[src/lrupr_pkg.sv]
package lrupr_pkg;

	// Table geometry.
	localparam int FRAMES    = 16;
	localparam int PAGE_BITS = 16;
	localparam int TIME_BITS = 32;

	// Derived widths.
	localparam int IDX_W  = (FRAMES > 1) ? $clog2(FRAMES) : 1;
	localparam int CNT_W  = $clog2(FRAMES + 1);
	localparam int CFG_W  = 5;
	localparam int SLOT_W = 4;

	localparam logic [CFG_W-1:0] CFG_RESET = CFG_W'(16);

	typedef logic [IDX_W-1:0]     idx_t;
	typedef logic [CNT_W-1:0]     cnt_t;
	typedef logic [PAGE_BITS-1:0] page_t;
	typedef logic [TIME_BITS-1:0] stamp_t;

	localparam stamp_t STAMP_MAX = '1;

	// Search record that walks down the row of frame cells.
	typedef struct packed {
		logic   go;
		page_t  page;
		logic   hit;
		idx_t   hit_idx;
		logic   empty;
		idx_t   empty_idx;
		logic   have_old;
		stamp_t oldest;
		idx_t   old_idx;
	} srch_t;

	// Update command broadcast to all cells at the end of a scan.
	typedef struct packed {
		logic   en;
		logic   load;
		idx_t   idx;
		page_t  page;
		stamp_t stamp;
	} wr_t;

endpackage

[src/lrupr_cell.sv]
module lrupr_cell import lrupr_pkg::*; (
	input  logic  clk,
	input  logic  arst_n,
	input  idx_t  cell_idx,
	input  cnt_t  active_n,
	input  srch_t rec_in,
	output srch_t rec_out,
	input  wr_t   wr
);

	page_t  page_q;
	stamp_t stamp_q;
	logic   valid_q;
	srch_t  rec_q;
	srch_t  rec_nxt;
	logic   active;
	logic   sel;

	assign active = (CNT_W'(cell_idx) < active_n);
	assign sel    = wr.en && (wr.idx == cell_idx);

	// Fold this frame into the passing search record.
	always_comb begin
		rec_nxt = rec_in;
		if (active && valid_q) begin
			if (!rec_in.hit && (page_q == rec_in.page)) begin
				rec_nxt.hit     = 1'b1;
				rec_nxt.hit_idx = cell_idx;
			end
			if (!rec_in.have_old || (stamp_q < rec_in.oldest)) begin
				rec_nxt.have_old = 1'b1;
				rec_nxt.oldest   = stamp_q;
				rec_nxt.old_idx  = cell_idx;
			end
		end
		if (active && !valid_q && !rec_in.empty) begin
			rec_nxt.empty     = 1'b1;
			rec_nxt.empty_idx = cell_idx;
		end
	end

	// Hand the record to the next cell and track the valid bit.
	always_ff @(posedge clk or negedge arst_n) begin
		if (!arst_n) begin
			rec_q   <= '0;
			valid_q <= 1'b0;
		end else begin
			rec_q <= rec_nxt;
			if (sel && wr.load) begin
				valid_q <= 1'b1;
			end
		end
	end

	// Frame contents: page on a load, timestamp on every access.
	always_ff @(posedge clk) begin
		if (sel) begin
			stamp_q <= wr.stamp;
			if (wr.load) begin
				page_q <= wr.page;
			end
		end
	end

	assign rec_out = rec_q;

endmodule

[src/lru_page_replacement_unit.sv]
// Channel   Signals                              Direction
// input     in_valid, in_ready, page_number      into block
// result    out_valid, out_ready, fault,         out of block
//           frame_slot
// config    cfg_valid, cfg_ready, frames_in_use  into block
//
// For each page reference the search record steps through one frame cell per
// cycle, then the chosen frame is written once the record leaves the last cell.
// A new reference is taken as soon as the previous one has committed, while
// its result may still wait in the output register.
// Reset clears all frame valid bits and the access clock at once; no sweep.
// A stalled result holds the block after one more commit until it is taken.
module lru_page_replacement_unit import lrupr_pkg::*; (
	input  logic              clk,
	input  logic              arst_n,
	input  logic              in_valid,
	output logic              in_ready,
	input  logic [15:0]       page_number,
	output logic              out_valid,
	input  logic              out_ready,
	output logic              fault,
	output logic [SLOT_W-1:0] frame_slot,
	input  logic              cfg_valid,
	output logic              cfg_ready,
	input  logic [CFG_W-1:0]  frames_in_use
);

	logic              busy_q;
	logic [CFG_W-1:0]  cfg_q;
	stamp_t            clk_q;
	logic              out_valid_q;
	logic              fault_q;
	logic [SLOT_W-1:0] slot_q;
	logic              pend_v_q;
	logic              pend_fault_q;
	logic [SLOT_W-1:0] pend_slot_q;

	logic              in_acc;
	cnt_t              active_n;
	srch_t             chain [FRAMES+1];
	srch_t             fin;
	wr_t               wr;
	logic              res_fault;
	logic [SLOT_W-1:0] res_slot;
	logic              out_free;

	assign in_ready  = !busy_q && !pend_v_q;
	assign in_acc    = in_valid && in_ready;
	assign cfg_ready = 1'b1;

	// Configuration register.
	always_ff @(posedge clk or negedge arst_n) begin
		if (!arst_n) begin
			cfg_q <= CFG_RESET;
		end else if (cfg_valid && cfg_ready) begin
			cfg_q <= frames_in_use;
		end
	end

	// Clamp the frame count into one through FRAMES.
	always_comb begin
		if (cfg_q == '0) begin
			active_n = CNT_W'(1);
		end else if (int'(cfg_q) > FRAMES) begin
			active_n = CNT_W'(FRAMES);
		end else begin
			active_n = CNT_W'(cfg_q);
		end
	end

	// Launch a fresh search record into the first cell.
	always_comb begin
		chain[0]      = '0;
		chain[0].go   = in_acc;
		chain[0].page = PAGE_BITS'(page_number);
	end

	// Row of frame cells.
	for (genvar g = 0; g < FRAMES; g++) begin : g_cell
		lrupr_cell u_cell (
			.clk      (clk),
			.arst_n   (arst_n),
			.cell_idx (IDX_W'(g)),
			.active_n (active_n),
			.rec_in   (chain[g]),
			.rec_out  (chain[g+1]),
			.wr       (wr)
		);
	end

	assign fin = chain[FRAMES];

	// Pick the frame once the record leaves the last cell.
	always_comb begin
		wr.en    = fin.go;
		wr.load  = !fin.hit;
		wr.page  = fin.page;
		wr.stamp = clk_q;
		if (fin.hit) begin
			wr.idx = fin.hit_idx;
		end else if (fin.empty) begin
			wr.idx = fin.empty_idx;
		end else begin
			wr.idx = fin.old_idx;
		end
	end

	assign res_fault = !fin.hit;
	assign res_slot  = SLOT_W'(wr.idx);
	assign out_free  = !out_valid_q || out_ready;

	// Busy flag, access clock and result registers.
	always_ff @(posedge clk or negedge arst_n) begin
		if (!arst_n) begin
			busy_q       <= 1'b0;
			clk_q        <= '0;
			out_valid_q  <= 1'b0;
			fault_q      <= 1'b0;
			slot_q       <= '0;
			pend_v_q     <= 1'b0;
			pend_fault_q <= 1'b0;
			pend_slot_q  <= '0;
		end else begin
			if (in_acc) begin
				busy_q <= 1'b1;
			end else if (fin.go) begin
				busy_q <= 1'b0;
			end
			if (fin.go && (clk_q != STAMP_MAX)) begin
				clk_q <= clk_q + 1'b1;
			end
			if (out_free) begin
				if (pend_v_q) begin
					out_valid_q <= 1'b1;
					fault_q     <= pend_fault_q;
					slot_q      <= pend_slot_q;
					pend_v_q    <= 1'b0;
				end else if (fin.go) begin
					out_valid_q <= 1'b1;
					fault_q     <= res_fault;
					slot_q      <= res_slot;
				end else begin
					out_valid_q <= 1'b0;
				end
			end else if (fin.go) begin
				pend_v_q     <= 1'b1;
				pend_fault_q <= res_fault;
				pend_slot_q  <= res_slot;
			end
		end
	end

	assign out_valid  = out_valid_q;
	assign fault      = fault_q;
	assign frame_slot = slot_q;

	// A search only finishes while a transaction is in flight.
	a_fin_busy: assert property (@(posedge clk) disable iff (!arst_n)
		fin.go |-> busy_q)
		else $error("search finished with no transaction in flight");

	// A pending result only exists behind a full output register.
	a_pend_out: assert property (@(posedge clk) disable iff (!arst_n)
		pend_v_q |-> (out_valid_q && !in_ready))
		else $error("pending result without full output stage");

	// The access clock moves by one per commit until it saturates.
	a_clk_step: assert property (@(posedge clk) disable iff (!arst_n)
		(fin.go && (clk_q != STAMP_MAX)) |=> (clk_q == $past(clk_q) + 1'b1))
		else $error("access clock did not advance on commit");

	// Without a commit the access clock holds.
	a_clk_hold: assert property (@(posedge clk) disable iff (!arst_n)
		!fin.go |=> $stable(clk_q))
		else $error("access clock moved without a commit");

endmodule

[config.mk]
export PLATFORM = sky130hd
export DESIGN_NAME = lru_page_replacement_unit
export DESIGN_NICKNAME = d
export VERILOG_FILES = /design/src/lrupr_pkg.sv /design/src/lrupr_cell.sv /design/src/lru_page_replacement_unit.sv
export SDC_FILE = /design/constraint.sdc
export NUM_CORES = 2
export LEC_CHECK = 0
export BUFFER_PORTS_ARGS = -buffer_cell sky130_fd_sc_hd__buf_2
export CELL_PAD_IN_SITES_DETAIL_PLACEMENT = 1
export CELL_PAD_IN_SITES_GLOBAL_PLACEMENT = 1
export CORE_MARGIN = 1
export CORE_UTILIZATION = 28
export CTS_CLUSTER_DIAMETER = 120
export CTS_CLUSTER_SIZE = 40
export DETAILED_ROUTE_END_ITERATION = 6
export HOLD_SLACK_MARGIN = 0.02
export PLACE_DENSITY = 0.48
export REMOVE_ABC_BUFFERS = 1
export SYNTH_ARGS = -nofsm -noshare
export SYNTH_HDL_FRONTEND = slang
export SYNTH_SLANG_ARGS = --single-unit
[constraint.sdc]
create_clock -name clk -period 4.2 [get_ports clk]
set_input_delay 0.21 -clock clk [delete_from_list [all_inputs] [get_ports clk]]
set_output_delay 0.21 -clock clk [all_outputs]
set_load 0.005 [all_outputs]
**Word level (Yosys, flattened, before mapping)**

Index checks and enable logic that the tools add are counted.

- Output and inout bits: 8
- Register bits: 1825

- Bitwise gates (word level): 2
- Reductions and logical operators: 201
- $lt $le $gt $ge: 32
- Equal/unequal tests: 32
- Add/sub/neg operators: 1
- Multiplexer cells: 93

Operator list:

| cell | count |
|---|---|
| $mux W37 | 29 |
| $lt A32 B32 Y1 | 15 |
| $eq A16 B16 Y1 | 16 |
| $mux W5 | 50 |
| $logic_and A1 B1 Y1 | 97 |
| $logic_not A1 Y1 | 65 |
| $lt A4 B5 Y1 const A | 8 |
| $reduce_and A2 Y1 | 18 |
| $add A32 B1 Y32 const B | 1 |
| $eq A4 B4 Y1 const B | 8 |
| $ne A32 B32 Y1 const B | 1 |
| $mux W4 | 6 |
| $lt A3 B5 Y1 const A | 4 |
| $eq A4 B3 Y1 const B | 4 |
| $logic_or A1 B1 Y1 | 16 |
| $lt A1 B5 Y1 const A | 2 |
| $lt A2 B5 Y1 const A | 2 |
| $eq A4 B2 Y1 const B | 2 |
| $mux W1 | 8 |
| $reduce_bool A2 Y1 | 3 |
| $gt A5 B5 Y1 const B | 1 |
| $logic_not A5 Y1 | 1 |
| $eq A4 B1 Y1 const B | 1 |
| $logic_not A4 Y1 | 1 |
| $not A1 Y1 | 2 |

**Longest topological paths before layout**

- Depth after elaboration: 7
- Mapped depth: 11
- Depth with buffers taken out: 8

**Modules after synthesis**

Synthesis repeated with hierarchy kept, for this count alone.

- Cells, all modules: 5686
- Area total of the unflattened synthesis: 79796.5 sq um

By module, submodules not included:

| module | sequential area each (sq um) | area an instance (sq um) | cells an instance | times used |
|---|---|---|---|---|
| lrupr_cell (g_cell[0].u_cell ...) | 3067.9 | 4748.3 | 327 | 15 |
| lrupr_cell (g_cell[9].u_cell) | 3067.9 | 6069.6 | 541 | 1 |
| lru_page_replacement_unit | 1252.5 | 2502.4 | 240 | 1 |

**Least setup slack after synthesis**

OpenSTA, ideal clock, no wires.

- Kind: register to register
- Start point: register g_cell[15].u_cell.rec_q, in the netlist g_cell[15].u_cell.rec_out[41]
- End point: register g_cell[13].u_cell.stamp_q[0], enable pin
- Clock period less this slack: 3.125 ns
- Path slack: 1.075 ns
- Cell stages (with the launch flop): 8
- Arrival: 2.704 ns
- Data required time: 3.779 ns
- Path through: dfrtp_1 clkbuf_1 mux2i_1 nor2_1 a21oi_1 or3_1 clkbuf_1 nor2_1

- Cells in the longest elaborated chain, start to end: 4

Ends and longest elaborated chain:

| item | line | RTL |
|---|---|---|
| from (decl) | lrupr_cell.sv:14 | `srch_t rec_q;` |
| from (signal assigned) | lrupr_cell.sv:48 | `rec_q <= rec_nxt;` |
| $mux W4 | lru_page_replacement_unit.sv:101 | `end else if (fin.empty) begin` |
| $mux W4 | lru_page_replacement_unit.sv:99 | `if (fin.hit) begin` |
| $eq A4 B4 Y1 | lrupr_cell.sv:20 | `assign sel = wr.en && (wr.idx == cell_idx);` |
| $logic_and A1 B1 Y1 | lrupr_cell.sv:20 |  |
| net g_cell[13].u_cell.sel | lrupr_cell.sv:17 | `logic sel;` |
| to (signal assigned) | lrupr_cell.sv:58 | `stamp_q <= wr.stamp;` |
| to (decl) | lrupr_cell.sv:12 | `stamp_t stamp_q;` |

The timed path passes the listed nets, and every way through them passes these cells.
A chain may end at the register's enable or synchronous reset.

==> impl_metrics.xml <==
<?xml version="1.0" encoding="UTF-8"?>
<metrics>
  <group name="die">
    <metric name="placeable_core_area" unit="sq um">283000</metric>
    <metric name="boundaryPins" unit="">34</metric>
    <metric name="die_h" unit="um">537</metric>
    <metric name="fp-row-count" unit="">195</metric>
    <metric name="floorplan.initialDensity" unit="">0.283</metric>
    <metric name="dieWidth" unit="um">537</metric>
    <metric name="fp.dieArea" unit="sq um">288000</metric>
  </group>
  <group name="sta">
    <metric name="max_slew_margin" unit="">0.196</metric>
    <metric name="tns" unit="ps">0</metric>
    <metric name="min_period_over_period" unit="">0.934</metric>
    <metric name="final_period_minus_worst_setup_slack" unit="ps">3920</metric>
    <metric name="hold_ws" unit="ps">105</metric>
    <metric name="hold_violations" unit="">0</metric>
    <metric name="worst_slew_pin_slew" unit="ps">1210</metric>
    <metric name="slew_viol_final" unit="">0</metric>
    <metric name="grt_setup_unrepaired" unit="">false</metric>
    <metric name="timing.clock.skew" unit="ps">71.6</metric>
    <metric name="setup_violations" unit="">0</metric>
    <metric name="achievable-frequency" unit="MHz">255</metric>
  </group>
  <group name="cts">
    <metric name="tritoncts" unit="">built</metric>
    <metric name="root_buffer" unit="">sky130_fd_sc_hd__clkbuf_16</metric>
    <metric name="clock_sinks" unit="">1780</metric>
    <metric name="max-clock-path-buffers" unit="">3</metric>
    <metric name="cts.repair.resized" unit="">0</metric>
    <metric name="insertion_delay" unit="ps">830</metric>
    <metric name="cts.htree.levels" unit="">2</metric>
    <metric name="tritoncts_buffer_count" unit="">59</metric>
    <metric name="clock_pin_slew_on_the_worst_setup_and_hold_paths" unit="ps">140</metric>
  </group>
  <group name="global_route">
    <metric name="grt.total_usage" unit="">0.163</metric>
    <metric name="number_of_global_route_vias_before_repair" unit="">53000</metric>
    <metric name="globalRoute.totalOverflow" unit="">0</metric>
    <metric name="initial_antenna_violation_count" unit="">25</metric>
    <metric name="grt_pass1_wl" unit="mm">354</metric>
    <metric name="grt_max_degree" unit="">109</metric>
  </group>
  <group name="cells_and_area">
    <metric name="layout_cells_sized_above_1" unit="">0.105</metric>
    <metric name="layout.nets" unit="">6908</metric>
    <metric name="areaGrowthSynthToFinish" unit="%">10.4</metric>
    <metric name="n_fill_cell" unit="">30300</metric>
  </group>
  <group name="run_status">
    <metric name="outcome" unit="">complete, no violations</metric>
  </group>
  <group name="critical_path">
    <metric name="setup.worst_path.start_class" unit="">register</metric>
    <metric name="cp_max_fo" unit="">40</metric>
    <metric name="critPathKind" unit="">reg -&gt; reg</metric>
    <metric name="arrival_time_at_the_worst_endpoint" unit="ps">4500</metric>
    <metric name="cp_required" unit="ps">4770</metric>
    <metric name="critPathCaptureType" unit="">register</metric>
  </group>
  <group name="synthesis">
    <metric name="synth_cells" unit="">6400</metric>
    <metric name="portion_of_synthesized_cell_area_occupied_by_the_leading_cell_type" unit="">0.316</metric>
    <metric name="syn-mean-instance-area" unit="sq um">12.5</metric>
    <metric name="cell_types_with_the_highest_counts_after_synthesis" unit="">sky130_fd_sc_hd__dfrtp_1 (1011), sky130_fd_sc_hd__edfxtp_1 (768), sky130_fd_sc_hd__inv_1 (477), sky130_fd_sc_hd__ha_1 (466), sky130_fd_sc_hd__nand2_1 (458)</metric>
    <metric name="yosysWarningCount" unit="">0</metric>
    <metric name="mappedNetlistArea" unit="sq um">80000</metric>
    <metric name="synth.yosys.seq_area_share" unit="">0.605</metric>
    <metric name="dominantRegCellSynth" unit="">sky130_fd_sc_hd__dfrtp_1</metric>
    <metric name="synth_cell_types" unit="">74</metric>
    <metric name="netlist_top_cells_area" unit="">sky130_fd_sc_hd__dfrtp_1 (32%), sky130_fd_sc_hd__edfxtp_1 (29%), sky130_fd_sc_hd__ha_1 (7.3%), sky130_fd_sc_hd__mux2_2 (2.4%), sky130_fd_sc_hd__nor3b_1 (2.3%)</metric>
    <metric name="synth_top_cell_by_area" unit="">sky130_fd_sc_hd__dfrtp_1</metric>
    <metric name="post-synth-top-count-cell" unit="">sky130_fd_sc_hd__dfrtp_1</metric>
    <metric name="number_of_synthesized_flops_with_an_enable_pin" unit="">768</metric>
    <metric name="synth_seq_cells" unit="">1780</metric>
    <metric name="postSynth.asyncResetShare" unit="">0.569</metric>
  </group>
  <group name="drt">
    <metric name="drt-vias-per-instance" unit="">4.85</metric>
    <metric name="wire_per_inst" unit="um">23.0</metric>
    <metric name="vias" unit="">49500</metric>
    <metric name="highest_layer" unit="">met4</metric>
    <metric name="first_pass_detailed_route_iteration_total" unit="">5</metric>
    <metric name="amount_of_wire_on_met2_after_detailed_routing" unit="mm">115</metric>
    <metric name="drt_first_iter_violations" unit="">2763</metric>
    <metric name="wirelength" unit="mm">235</metric>
    <metric name="wl_met3" unit="mm">7.58</metric>
    <metric name="detail_route.wirelength.met1" unit="mm">109</metric>
    <metric name="detail_route_antenna_nets" unit="">0</metric>
    <metric name="detail_route.drc_violations" unit="">0</metric>
  </group>
  <group name="placement">
    <metric name="place.port_buffers" unit="">32</metric>
    <metric name="gp_congestion" unit="">0.750</metric>
    <metric name="place.detailed.hpwl" unit="mm">160</metric>
  </group>
  <group name="run">
    <metric name="max_cap_violations" unit="">0</metric>
  </group>
  <group name="power_and_ir_drop">
    <metric name="ir_worst_vdd" unit="mV">0.385</metric>
    <metric name="powerDensity" unit="nW/um^2">475</metric>
    <metric name="p_leak" unit="nW">35.8</metric>
  </group>
  <group name="hold_path">
    <metric name="worstHoldPathType" unit="">in -&gt; reg</metric>
  </group>
</metrics>
## stage by stage
| step | std cells | util | power, mW | worst slack [ps] | instance area, sq um |
|---|---|---|---|---|---|
| final | 10200 | 0.312 | 42.0 | 278 | 88300 |
| after detailed placement | 10100 | 0.303 | 33.6 | 158 | 85800 |
| after global placement | 10100 | 0.303 | 33.3 | 58.6 | 85700 |
| after floorplan | 6104 | - | 30.1 | -5100 | 78800 |
| after CTS | 10200 | 0.312 | 42.8 | 60.3 | 88300 |
| after global routing | 10200 | 0.312 | 44.7 | 88.9 | 88300 |
## cells in the final DEF, fill, tap and decap left out, drive strengths merged, types with 133 or more instances in the layout
master / n
a221o: 146
nand4: 166
xor2: 134
a21oi: 258
xnor2: 153
buf: 208
nand2: 458
edfxtp: 768
nand3: 133
a211o: 142
nor3b: 247
ha: 466
dfrtp: 1011
nor3: 189
and2: 216
mux2: 198
inv: 492
## flip-flops by register name, summed over array words and instances, names as in the netlist
| register | cells |
|---|---|
| frame_slot | 4 |
| busy_q | 1 |
| out_valid | 1 |
| pend_v_q | 1 |
| g_cell.u_cell.rec_out | 946 |
| g_cell.u_cell.valid_q | 16 |
| g_cell.u_cell.stamp_q | 512 |
| pend_slot_q | 4 |
| g_cell.u_cell.page_q | 256 |
| fault | 1 |
| pend_fault_q | 1 |
| cfg_q | 5 |
| clk_q | 32 |
## path summary, 6_finish.rpt
kind | from | end | slack, ps | depth (start not counted)
max in group asynchronous | arst_n | g_cell[6].u_cell.rec_out[36]$_DFF_PN0_ | 3180 | 4
min in group asynchronous | arst_n | g_cell[2].u_cell.rec_out[63]$_DFF_PN0_ | 170 | 3
worst max register to register | g_cell[1].u_cell.rec_out[27]$_DFF_PN0_ | g_cell[2].u_cell.rec_out[14]$_DFF_PN0_ | 280 | 9
worst min register to register | g_cell[6].u_cell.rec_out[63]$_DFF_PN0_ | g_cell[7].u_cell.rec_out[63]$_DFF_PN0_ | 350 | 0
worst max-delay path | g_cell[1].u_cell.rec_out[27]$_DFF_PN0_ | g_cell[2].u_cell.rec_out[14]$_DFF_PN0_ | 280 | 9
worst min-delay path | page_number[11] | g_cell[0].u_cell.rec_out[58]$_DFF_PN0_ | 100 | 2
## timing repair
item,in CTS,in global routing
hold buffers,44,0
setup endpoints to repair,0,0
buffers inserted,0,0
hold endpoints to repair,658,0
## cells by family after synthesis
group,count (synthesis),synth area share
AO/OA/AOI/OAI,944,0.0866
XOR/XNOR,287,0.0314
adder cells (fa/ha/maj),466,0.0728
buffers and inverters,773,0.0374
flip-flops,1780,0.605
multiplexers,264,0.0370
other,1,0.0000469
AND/OR/NAND/NOR,1885,0.130
## worst max-delay path: stages, from the launching register on
cell                       delay, ps
sky130_fd_sc_hd__dfrtp_1         460
sky130_fd_sc_hd__inv_1            70
sky130_fd_sc_hd__ha_1            330
sky130_fd_sc_hd__a21oi_1         170
sky130_fd_sc_hd__o21ai_0         150
sky130_fd_sc_hd__a221o_1         350
sky130_fd_sc_hd__a211o_2         610
sky130_fd_sc_hd__buf_4           350
sky130_fd_sc_hd__buf_4           180
sky130_fd_sc_hd__o311ai_0        990
## final cells by class
class | instances | area (sq um) | share of cell area
inverter | 477 | 1790 | 0.0203
clock buffer | 76 | 1580 | 0.0178
timing repair buffer | 251 | 2230 | 0.0253
sequential | 1780 | 48400 | 0.548
multi-input combinational | 3847 | 29100 | 0.329
clock inverter | 35 | 547 | 0.00619
tap | 3743 | 4680 | 0.0530
antenna | 7 | 17.5 | 0.000198
## routing by layer
| layer | track usage | vias up |
|---|---|---|
| met3 | 0.0131 | 139 |
| met1 | 0.223 | 25900 |
| met5 | 0 | - |
| li1 | - | 23000 |
| met2 | 0.283 | 525 |
| met4 | 0.0319 | 0 |
## report_power, final
group / switching, mW / internal, mW / total [mW]
sequential: 2.07 / 20.4 / 22.5
combinational: 5.99 / 4.62 / 10.6
clock: 5.95 / 2.96 / 8.91
total: 14.0 / 28.0 / 42.0
Note: power is estimated with default switching activity, not from simulation.
